**src/hdl/rau_pkg.sv**
```systemverilog
// Shared widths, operation codes and sequencer states of the rational arithmetic unit.
`timescale 1ns / 1ps

package rau_pkg;

	localparam int OPERAND_WIDTH = 16;
	// magnitude products and their sums fit in twice the operand width
	localparam int NUM_W         = 2 * OPERAND_WIDTH;
	localparam int CNT_W         = $clog2(NUM_W + 1);
	localparam int RES_NUM_W     = 33;
	localparam int RES_DEN_W     = 32;

	typedef enum logic [1:0] {
		CMD_ADD = 2'd0,
		CMD_SUB = 2'd1,
		CMD_MUL = 2'd2,
		CMD_DIV = 2'd3
	} cmd_t;

	typedef enum logic [3:0] {
		ST_IDLE,
		ST_MUL_A,
		ST_MUL_B,
		ST_MUL_D,
		ST_SUM,
		ST_GCD_TWO,
		ST_GCD_RUN,
		ST_DIV_NUM,
		ST_DIV_DEN,
		ST_FINISH
	} state_t;

endpackage

```
**src/hdl/rational_arithmetic_unit_top.sv**
```systemverilog
// Rational arithmetic unit: fraction add/sub/mul/div with binary gcd reduction.
// Flow: an error item goes straight to the output step; otherwise ST_MUL_A, ST_MUL_B, ST_MUL_D
// and ST_SUM form the products and the sum, then twos stripping (a zero numerator skips to the
// output step), the binary gcd loop (one shift or compare-subtract per cycle), two divisions, output.
// Throughput: one item at a time; in_ready is high only while the sequencer idles.
// Reset (arst_n low) clears the sequencer and the output valid; an item in flight is dropped.
`timescale 1ns / 1ps

module rational_arithmetic_unit_top import rau_pkg::*; (
	input  logic                        clk,
	input  logic                        arst_n,
	input  logic                        in_valid,
	output logic                        in_ready,
	input  logic [1:0]                  cmd,
	input  logic signed [OPERAND_WIDTH-1:0] a_num,
	input  logic signed [OPERAND_WIDTH-1:0] a_den,
	input  logic signed [OPERAND_WIDTH-1:0] b_num,
	input  logic signed [OPERAND_WIDTH-1:0] b_den,
	output logic                        out_valid,
	input  logic                        out_ready,
	output logic signed [RES_NUM_W-1:0] res_num,
	output logic [RES_DEN_W-1:0]        res_den,
	output logic                        error
);

	function automatic logic [OPERAND_WIDTH-1:0] mag_of(input logic [OPERAND_WIDTH-1:0] x);
		mag_of = x[OPERAND_WIDTH-1] ? (~x + OPERAND_WIDTH'(1)) : x;
	endfunction

	state_t state_q, state_d;
	logic   out_valid_q;
	logic   accept;
	logic   div_start;
	logic   out_load;

	cmd_t                   cmd_q;
	logic [OPERAND_WIDTH-1:0] an_m_q, ad_m_q, bn_m_q, bd_m_q;
	logic                   an_s_q, ad_s_q, bn_s_q, bd_s_q;
	logic                   err_q, zero_q, neg_q;
	logic [NUM_W-1:0]       t1_q, t2_q, nm_q, dm_q, u_q, v_q, qn_q, qd_q;

	logic signed [RES_NUM_W-1:0] res_num_q;
	logic [RES_DEN_W-1:0]        res_den_q;
	logic                        error_q;

	logic [OPERAND_WIDTH-1:0] ma, mb;
	logic [NUM_W-1:0]         prod;
	logic                     s1, s2, sden, same, t1_ge, sum_neg, num_neg;
	logic [NUM_W-1:0]         opa, opb, sum_mag, num_mag;
	logic                     u_gt;
	logic [NUM_W-1:0]         big, little, diff;
	logic [NUM_W-1:0]         div_dividend;
	logic [NUM_W-1:0]         quotient;
	logic                     div_done;
	logic                     in_err;
	logic [RES_NUM_W-1:0]     nm_trunc;

	assign accept = in_valid && in_ready;
	assign in_err = (a_den == '0) || (b_den == '0) || ((cmd_t'(cmd) == CMD_DIV) && (b_num == '0));

	// shared magnitude multiplier
	always_comb begin
		case (state_q)
			ST_MUL_A: begin
				ma = an_m_q;
				mb = (cmd_q == CMD_MUL) ? bn_m_q : bd_m_q;
			end
			ST_MUL_B: begin
				ma = bn_m_q;
				mb = ad_m_q;
			end
			default: begin
				ma = ad_m_q;
				mb = (cmd_q == CMD_DIV) ? bn_m_q : bd_m_q;
			end
		endcase
	end
	assign prod = NUM_W'(ma) * NUM_W'(mb);

	// sign-magnitude combine of the two cross terms
	assign s1      = an_s_q ^ ((cmd_q == CMD_MUL) ? bn_s_q : bd_s_q);
	assign s2      = bn_s_q ^ ad_s_q ^ (cmd_q == CMD_SUB);
	assign sden    = ad_s_q ^ ((cmd_q == CMD_DIV) ? bn_s_q : bd_s_q);
	assign same    = (s1 == s2);
	assign t1_ge   = t1_q >= t2_q;
	assign opa     = (same || t1_ge) ? t1_q : t2_q;
	assign opb     = (same || t1_ge) ? t2_q : t1_q;
	assign sum_mag = same ? (opa + opb) : (opa - opb);
	assign sum_neg = (same || t1_ge) ? s1 : s2;
	assign num_mag = ((cmd_q == CMD_ADD) || (cmd_q == CMD_SUB)) ? sum_mag : t1_q;
	assign num_neg = ((cmd_q == CMD_ADD) || (cmd_q == CMD_SUB)) ? sum_neg : s1;

	// gcd compare-subtract
	assign u_gt   = u_q > v_q;
	assign big    = u_gt ? u_q : v_q;
	assign little = u_gt ? v_q : u_q;
	assign diff   = big - little;

	assign div_dividend = (state_q == ST_GCD_RUN) ? nm_q : dm_q;

	rau_div u_div (
		.clk      (clk),
		.arst_n   (arst_n),
		.start    (div_start),
		.dividend (div_dividend),
		.divisor  (u_q),
		.done     (div_done),
		.quotient (quotient)
	);

	always_comb begin
		state_d   = state_q;
		in_ready  = 1'b0;
		div_start = 1'b0;
		out_load  = 1'b0;
		case (state_q)
			ST_IDLE: begin
				in_ready = 1'b1;
				if (in_valid) begin
					state_d = in_err ? ST_FINISH : ST_MUL_A;
				end
			end
			ST_MUL_A: state_d = ST_MUL_B;
			ST_MUL_B: state_d = ST_MUL_D;
			ST_MUL_D: state_d = ST_SUM;
			ST_SUM:   state_d = ST_GCD_TWO;
			ST_GCD_TWO: begin
				if (nm_q == '0) begin
					state_d = ST_FINISH;
				end else if (nm_q[0] || dm_q[0]) begin
					state_d = ST_GCD_RUN;
				end
			end
			ST_GCD_RUN: begin
				if (v_q == '0) begin
					div_start = 1'b1;
					state_d   = ST_DIV_NUM;
				end
			end
			ST_DIV_NUM: begin
				if (div_done) begin
					div_start = 1'b1;
					state_d   = ST_DIV_DEN;
				end
			end
			ST_DIV_DEN: begin
				if (div_done) begin
					state_d = ST_FINISH;
				end
			end
			ST_FINISH: begin
				if (!out_valid_q || out_ready) begin
					out_load = 1'b1;
					state_d  = ST_IDLE;
				end
			end
			default: state_d = ST_IDLE;
		endcase
	end

	always_ff @(posedge clk or negedge arst_n) begin
		if (!arst_n) begin
			state_q     <= ST_IDLE;
			out_valid_q <= 1'b0;
		end else begin
			state_q <= state_d;
			if (out_load) begin
				out_valid_q <= 1'b1;
			end else if (out_ready) begin
				out_valid_q <= 1'b0;
			end
		end
	end

	assign nm_trunc = RES_NUM_W'(qn_q);

	always_ff @(posedge clk) begin
		if (accept) begin
			cmd_q  <= cmd_t'(cmd);
			an_m_q <= mag_of(a_num);
			ad_m_q <= mag_of(a_den);
			bn_m_q <= mag_of(b_num);
			bd_m_q <= mag_of(b_den);
			an_s_q <= a_num[OPERAND_WIDTH-1];
			ad_s_q <= a_den[OPERAND_WIDTH-1];
			bn_s_q <= b_num[OPERAND_WIDTH-1];
			bd_s_q <= b_den[OPERAND_WIDTH-1];
			err_q  <= in_err;
			zero_q <= 1'b0;
		end
		case (state_q)
			ST_MUL_A: t1_q <= prod;
			ST_MUL_B: t2_q <= prod;
			ST_MUL_D: dm_q <= prod;
			ST_SUM: begin
				nm_q  <= num_mag;
				neg_q <= num_neg ^ sden;
			end
			ST_GCD_TWO: begin
				// strip common factors of two from both values
				if (nm_q == '0) begin
					zero_q <= 1'b1;
				end else if (nm_q[0] || dm_q[0]) begin
					u_q <= nm_q;
					v_q <= dm_q;
				end else begin
					nm_q <= nm_q >> 1;
					dm_q <= dm_q >> 1;
				end
			end
			ST_GCD_RUN: begin
				if (v_q == '0) begin
				end else if (!u_q[0]) begin
					u_q <= u_q >> 1;
				end else if (!v_q[0]) begin
					v_q <= v_q >> 1;
				end else begin
					if (u_gt) begin
						u_q <= v_q;
					end
					v_q <= diff;
				end
			end
			ST_DIV_NUM: begin
				if (div_done) begin
					qn_q <= quotient;
				end
			end
			ST_DIV_DEN: begin
				if (div_done) begin
					qd_q <= quotient;
				end
			end
			default: begin
			end
		endcase
		if (out_load) begin
			if (err_q) begin
				res_num_q <= '0;
				res_den_q <= '0;
				error_q   <= 1'b1;
			end else if (zero_q) begin
				res_num_q <= '0;
				res_den_q <= RES_DEN_W'(1);
				error_q   <= 1'b0;
			end else begin
				res_num_q <= neg_q ? -nm_trunc : nm_trunc;
				res_den_q <= RES_DEN_W'(qd_q);
				error_q   <= 1'b0;
			end
		end
	end

	assign out_valid = out_valid_q;
	assign res_num   = res_num_q;
	assign res_den   = res_den_q;
	assign error     = error_q;

endmodule

```
**src/hdl/rau_div.sv**
```systemverilog
// Restoring unsigned divider, one quotient bit per cycle.
`timescale 1ns / 1ps

module rau_div import rau_pkg::*; (
	input  logic             clk,
	input  logic             arst_n,
	input  logic             start,
	input  logic [NUM_W-1:0] dividend,
	input  logic [NUM_W-1:0] divisor,
	output logic             done,
	output logic [NUM_W-1:0] quotient
);

	logic [NUM_W-1:0] rem_q;
	logic [NUM_W-1:0] quo_q;
	logic [CNT_W-1:0] cnt_q;
	logic             busy_q;
	logic             done_q;
	logic [NUM_W:0]   shifted;
	logic [NUM_W:0]   trial;
	logic             fits;

	assign shifted = {rem_q, quo_q[NUM_W-1]};
	assign fits    = shifted >= {1'b0, divisor};
	assign trial   = shifted - {1'b0, divisor};

	always_ff @(posedge clk or negedge arst_n) begin
		if (!arst_n) begin
			busy_q <= 1'b0;
			done_q <= 1'b0;
			cnt_q  <= '0;
		end else if (start) begin
			busy_q <= 1'b1;
			done_q <= 1'b0;
			cnt_q  <= CNT_W'(NUM_W);
		end else if (busy_q) begin
			cnt_q <= cnt_q - 1'b1;
			if (cnt_q == CNT_W'(1)) begin
				busy_q <= 1'b0;
				done_q <= 1'b1;
			end
		end else begin
			done_q <= 1'b0;
		end
	end

	always_ff @(posedge clk) begin
		if (start) begin
			rem_q <= '0;
			quo_q <= dividend;
		end else if (busy_q) begin
			// remainder stays below the divisor, so the low bits hold it
			rem_q <= fits ? trial[NUM_W-1:0] : shifted[NUM_W-1:0];
			quo_q <= {quo_q[NUM_W-2:0], fits};
		end
	end

	assign done     = done_q;
	assign quotient = quo_q;

endmodule

```
**config.mk**
```make
export PLATFORM = sky130hd
export DESIGN_NAME = rational_arithmetic_unit_top
export DESIGN_NICKNAME = d
export VERILOG_FILES = /design/src/hdl/rau_pkg.sv /design/src/hdl/rational_arithmetic_unit_top.sv /design/src/hdl/rau_div.sv
export SDC_FILE = /design/constraint.sdc
export NUM_CORES = 2
export LEC_CHECK = 0
export BUFFER_PORTS_ARGS = -buffer_cell sky130_fd_sc_hd__buf_4
export CELL_PAD_IN_SITES_DETAIL_PLACEMENT = 0
export CELL_PAD_IN_SITES_GLOBAL_PLACEMENT = 1
export CORE_MARGIN = 5
export CORE_UTILIZATION = 50
export DETAILED_ROUTE_END_ITERATION = 7
export GPL_TIMING_DRIVEN = 0
export PLACE_DENSITY = 0.9
export SETUP_SLACK_MARGIN = 0.5
export SYNTH_ARGS = -nofsm -noshare
export SYNTH_HDL_FRONTEND = slang
export SYNTH_HIERARCHICAL = 1
export SYNTH_SLANG_ARGS = --single-unit
```
**constraint.sdc**
```tcl
create_clock -name clk -period 11.13 [get_ports clk]
set_input_delay 1.113 -clock clk [delete_from_list [all_inputs] [get_ports clk]]
set_output_delay 1.113 -clock clk [all_outputs]
set_load 0.02 [all_outputs]
```
# Word level (Yosys, flattened, before mapping)
# Cells that the tools add are included.
# W data, S select, Z words.
# totals
ff_bits,472
in_bits,70
# op_classes
bitwise_logic,10
mux,72
eq_ne,29
n_mul,1
n_reduce_logical,31
magnitude_cmp,3
n_addsub,10
# ops
operator,n
$mux W32,26
$pmux W32 S2,4
$sub A32 B32 Y32,3
$add A16 B1 Y16 const B,4
$logic_not A32 Y1,2
$not A16 Y16,4
$pmux W16 S2,2
$mux W15,4
$logic_not A16 Y1,3
$pmux W4 S10,1
$ge A33 B32 Y1,1
$neg A32 Y33,1
$add A32 B32 Y32,1
$ge A32 B32 Y1,1
$gt A32 B32 Y1,1
$mul A16 B16 Y32,1
$mux W16,2
$mux W4,8
$mux W1,22
$eq A4 B3 Y1 const B,4
$ne A2 B2 Y1 const B,7
$mux W6,2
$ne A3 B3 Y1 const B,4
$reduce_and A6 Y1,2
other kinds (24),46

# Logic depth before layout (Yosys ltp)
# logic_depth
depth_word,10
mapped_depth,36
depth_no_buf,33

# By module
# Netlist, hierarchy kept.
# by_module_without_submodules
module,n_inst,cells_per_inst,area_per_inst_um2
rational_arithmetic_unit_top,1,3537,33345.7
rau_div,1,586,5277.6

# Worst setup path after synthesis
# OpenSTA, ideal clock, no wires.
# synth_path
path_type,reg-to-reg
start,reg state_q[0]
end,reg dm_q[30] (data pin)
path_buffers,4
period_less_slack_ps,9272
t_arrival_ps,9014
stages_incl_launch_ff,33
setup_time_ps,258
path_slack_ps,1858
cell_sequence,dfrtp_1 -> clkbuf_1 -> nand2b_1 -> nor3_1 -> clkbuf_1 -> clkbuf_1 -> a22oi_1 -> nand2_1 -> clkbuf_1 -> nand2_1 -> fa_1 -> inv_1 -> fa_1 -> fa_1 -> fa_1 -> fa_1 -> inv_1 -> fa_1 -> inv_1 -> ha_1 -> and3_1 -> a31oi_1 -> o21ai_0 -> or3_1 -> a41o_1 -> a31oi_1 -> o31a_1 -> o21ai_0 -> a41o_1 -> a21o_1 -> a21oi_1 -> nand2_1 -> o221a_2
# synth_via
elab_chain_len,4
# synth_rtl
item,line,rtl
"start, declared",rational_arithmetic_unit_top.sv:30,"state_t state_q, state_d;"
"start signal, assigned",rational_arithmetic_unit_top.sv:166,state_q <= state_d;
$eq A4 B2 Y1 or $eq A4 B1 Y1 (tied branches),rational_arithmetic_unit_top.sv:63,case (state_q)
$pmux W16 S2,rational_arithmetic_unit_top.sv:63,
$mul A16 B16 Y32,rational_arithmetic_unit_top.sv:78,assign prod = NUM_W'(ma) * NUM_W'(mb);
$pmux W32 S2 *,rational_arithmetic_unit_top.sv:191,case (state_q)
"end signal, assigned",rational_arithmetic_unit_top.sv:194,ST_MUL_D: dm_q <= prod;
"end signal, assigned",rational_arithmetic_unit_top.sv:208,dm_q <= dm_q >> 1;
"end, declared",rational_arithmetic_unit_top.sv:40,"logic [NUM_W-1:0] t1_q, t2_q, nm_q, dm_q, u_q, v_q, qn_q, qd_q;"
# Mark *: on every way between the ends. The rest lies on a longest branch, timed or not.
# A chain may end at the register's enable or synchronous reset.

# Worst setup path in the final report
# layout_path
start,reg state_q[1]
end,reg t2_q[30] (data pin)
# layout_via
elab_chain_len,3
# layout_rtl
item,line,rtl
$eq A4 B2 Y1 or $eq A4 B1 Y1 (tied branches),rational_arithmetic_unit_top.sv:63,
$pmux W16 S2,rational_arithmetic_unit_top.sv:63,
$mul A16 B16 Y32 *,rational_arithmetic_unit_top.sv:78,
net prod[30],rational_arithmetic_unit_top.sv:47,logic [NUM_W-1:0] prod;
"end signal, assigned",rational_arithmetic_unit_top.sv:193,ST_MUL_B: t2_q <= prod;
"end, declared",rational_arithmetic_unit_top.sv:40,
# Mark *: on every way through the listed nets, which the timed path passes. The rest lies on a longest branch.

==> impl_summary.log <==
INFO  metric leakagePower = 0.0180 uW
INFO  metric synth_top_area_cell = sky130_fd_sc_hd__edfxtp_1
INFO  metric drt_pre_antenna_iters = 6
INFO  metric die_area = 0.0829 sq mm
INFO  metric first_global_vias = 30900
INFO  metric yosys_register_bits = 472
INFO  metric final_core_util = 55.9%
INFO  metric postSynth.asyncResetShare = 2.75%
INFO  metric synth_mux_area_share = 4.47%
INFO  metric synth.top_cells.by_count = sky130_fd_sc_hd__nand2_1, sky130_fd_sc_hd__edfxtp_1, sky130_fd_sc_hd__inv_1
INFO  metric clk_path_buf_depth = 3
INFO  metric maxCapViolCount = 0
INFO  metric share_of_synthesized_cell_area_in_and_or_nand_and_nor_gates = 17.2%
INFO  metric htree_num_levels = 2
INFO  metric final_min_period_over_clock_period = 93.0%
INFO  metric clkSlewWorstSetupHoldPaths = 60 ps
INFO  metric first_pass_grt_wire_length = 181000 microns
INFO  metric hold_class = primary input to async pin
INFO  metric n_antenna_cell = 0
INFO  metric placement_rows = 102
INFO  metric final_critical_path_setup_slack = 784 ps
INFO  metric slew_headroom = 23.0%
INFO  metric grt_usage = 28.0%
INFO  metric critPathMaxFanout = 10
INFO  metric cts_made_buffers = 53
INFO  metric clk-insertion-delay-late = 620 ps
INFO  metric compound_gate_fraction_of_synth_area = 14.3%
INFO  metric synth_area = 0.0386 sq mm
INFO  metric grt_setup_unrepaired = no
INFO  metric drt_iter0_markers = 3116
INFO  metric final_net_count = 4839
INFO  metric place.gp.congestion = 0.984
INFO  metric finalWorstPathRequiredPeriod = 10350 ps
INFO  metric crit_slowest_cell = sky130_fd_sc_hd__a211oi_1
INFO  metric cts_tree = done
INFO  metric synth-xor-area-share = 4.57%
INFO  metric number_of_antenna_violations_at_the_first_check_in_global_routing = 1
INFO  metric ys_dominant_reg_cell = sky130_fd_sc_hd__edfxtp_1
INFO  metric synth-edff-count = 426
INFO  metric critPathRequiredTime = 11490 ps
INFO  metric post-synth-top-count-cell = sky130_fd_sc_hd__nand2_1
INFO  metric critical_path_launch_point_type = flop
INFO  metric synthesis.instances = 4123
INFO  metric ctsHoldBuffers = 0
INFO  metric layout-drive-gt1-share = 9.87%
INFO  metric fmax = 96.7 MHz
INFO  metric antenna_left = 0
INFO  metric maxSlewViolCount = 0
INFO  metric wl = 118000 microns
INFO  metric synth.top_cell.area_share = 33.1%
INFO  metric largest_register_ff_count = 33
INFO  metric synthDistinctLibCells = 106
INFO  metric place.detailed.instances = 5316
INFO  metric global_route.overflow_total = 0
INFO  metric number_of_gates_resized_after_cts = 1
INFO  metric worst_slew_pin_slew = 1150 ps
INFO  metric ioPinCount = 138
INFO  metric seq_area_frac_synth = 35.7%
INFO  metric starting_density_of_the_core = 50.1%
INFO  metric place_ws = 521 ps
INFO  metric power_density = 87.3 mW/mm^2
INFO  metric cpPeakStageDelay = 630 ps
INFO  metric post_synth_main_area_contributors = sky130_fd_sc_hd__edfxtp_1, sky130_fd_sc_hd__fa_1, sky130_fd_sc_hd__ha_1, sky130_fd_sc_hd__nand2_1, sky130_fd_sc_hd__inv_1
INFO  metric worst_ir_drop_vdd = 109 uV
INFO  metric clockRootBuffer = sky130_fd_sc_hd__clkbuf_16
INFO  metric die_w = 288 microns
INFO  metric post_cts_buffers = 0
INFO  metric grt_start_max_net_pins = 72
INFO  metric ys_warn_count = 6
INFO  metric hold_viol_final = 0
INFO  metric area_growth = 11.5%
INFO  metric run_status = completed
INFO  metric setup_viol = 0
INFO  metric drt-vias-per-instance = 5.90
INFO  metric chipHeight = 288 microns
INFO  metric cp-end-kind = flop
INFO  metric clkSinkCount = 472
INFO  metric cp_common_cell = sky130_fd_sc_hd__fa_1
INFO  metric fin_skew = 22.8 ps
INFO  metric total_power = 3760 uW
INFO  metric critical_path_arrival = 10710 ps
INFO  metric synth.avg_cell_area = 9.37 sq um
INFO  metric design.core.area = 0.0771 sq mm
INFO  metric synth.net_count = 4630
INFO  metric route.vias.total = 32000
INFO  metric n_fill_cell = 6970
INFO  metric drt-wirelength-per-cell = 21.7 microns
INFO  metric instances_no_fill = 5416
INFO  metric port-buffer-count = 137
INFO  metric remaining_drc_errors = 0
INFO  metric crit_type = flop to flop
INFO  metric setup_total_negative_slack = 0 ps
INFO  metric synth_top_family_by_area = adder cells
INFO  metric synth_adder_area_share = 18.0%
INFO  metric place.detailed.hpwl = 93100 microns
[metrics by stage]
| stage | hold slack (ps) | instance area (sq um) |
|---|---|---|
| floorplan | 441 | 38600 |
| global placement | 454 | 41000 |
| detailed placement | 456 | 41200 |
| CTS | 345 | 43000 |
| global route | 355 | 43100 |
| finish | 364 | 43100 |
[logic make-up (layout without fill, tap and decap cells)]
| kind of cell | count (synthesis) | in the layout |
|---|---|---|
| buffers and inverters | 571 | 824 |
| AOI/OAI and AO/OA | 842 | 842 |
| and+or+nand+nor | 1436 | 1436 |
| DFF | 472 | 472 |
| muxes | 165 | 165 |
| xor gates and xnor gates | 200 | 200 |
| adders and majority gates | 437 | 437 |
[area by class of cell]
type	instances	area, sq um	area share, %
plain buffers	189	832	1.93
repair buffers	154	1250	2.91
inverters	382	1440	3.34
clock buffers	64	1390	3.22
clock inverters	35	377	0.874
multi-input cells	3080	22700	52.7
well taps	1040	1300	3.02
flip-flops and latches	472	13800	32.0
[path summary, 6_finish.rpt]
path                                         startpoint                          to  slack, ps  depth (start not counted)
setup / recovery                 state_q[1]$_DFFE_PN0P_          t2_q[30]$_DFFE_PN_        780                         32
setup reg to reg                 state_q[1]$_DFFE_PN0P_          t2_q[30]$_DFFE_PN_        780                         32
hold / removal                                   arst_n      state_q[1]$_DFFE_PN0P_        360                          1
max in group asynchronous                        arst_n  u_div/cnt_q[0]$_DFFE_PN0P_      10550                          1
min in group clk           u_div/quotient[22]$_DFFE_PP_          qn_q[22]$_DFFE_PP_        470                          0
hold reg to reg            u_div/quotient[22]$_DFFE_PP_          qn_q[22]$_DFFE_PP_        470                          0
[placed cells by master (no fill, tap or decap), types with 26 or more instances in the layout]
master and instances:
sky130_fd_sc_hd__nand2b_1 64, sky130_fd_sc_hd__o211ai_1 36, sky130_fd_sc_hd__nand3_1 67, sky130_fd_sc_hd__a21o_1 66, sky130_fd_sc_hd__mux2_2 56, sky130_fd_sc_hd__or3_1 36
sky130_fd_sc_hd__clkbuf_16 54, sky130_fd_sc_hd__o31ai_1 44, sky130_fd_sc_hd__a21oi_1 230, sky130_fd_sc_hd__edfxtp_1 426, sky130_fd_sc_hd__inv_1 381, sky130_fd_sc_hd__o21ai_0 189
sky130_fd_sc_hd__and2_1 67, sky130_fd_sc_hd__nand2_1 610, sky130_fd_sc_hd__nor4_1 33, sky130_fd_sc_hd__nor3_1 60, sky130_fd_sc_hd__fa_1 196, sky130_fd_sc_hd__buf_4 147
sky130_fd_sc_hd__nor2b_1 26, sky130_fd_sc_hd__mux2i_1 107, sky130_fd_sc_hd__xnor2_1 125, sky130_fd_sc_hd__xor2_1 73, sky130_fd_sc_hd__clkbuf_1 139, sky130_fd_sc_hd__dfxtp_1 33
sky130_fd_sc_hd__nor2_1 346, sky130_fd_sc_hd__a31oi_1 43, sky130_fd_sc_hd__ha_1 241
[layer usage]
| metal | vias to the layer above | GRT usage (%) | share of wire, % |
|---|---|---|---|
| met1 | 15200 | 37.1 | 40 |
| li1 | 14900 | - | - |
| met5 | - | 0 | 0.011 |
| met3 | 307 | 4.21 | 8.8 |
| met2 | 1569 | 45.7 | 46 |
| met4 | 2 | 12.3 | 5.1 |
[worst max-delay path: cells and delay by family (launching register included)]
| kind | cells | cell delay, ps |
|---|---|---|
| compound gates | 11 | 2800 |
| buf+inv | 7 | 1580 |
| fa+ha+maj | 7 | 3520 |
| xor+xnor | 1 | 310 |
| simple gates | 6 | 1490 |
| flops | 1 | 400 |
[report_power, final]
group,internal (uW),leakage (uW),switching (uW),total (uW)
logic,34.1,0.0130,31.6,65.7
clock network,1020,0.000848,765,1780
registers,1910,0.00419,0.0000000000000167,1910
No activity file was read; power rests on OpenSTA's default activity.
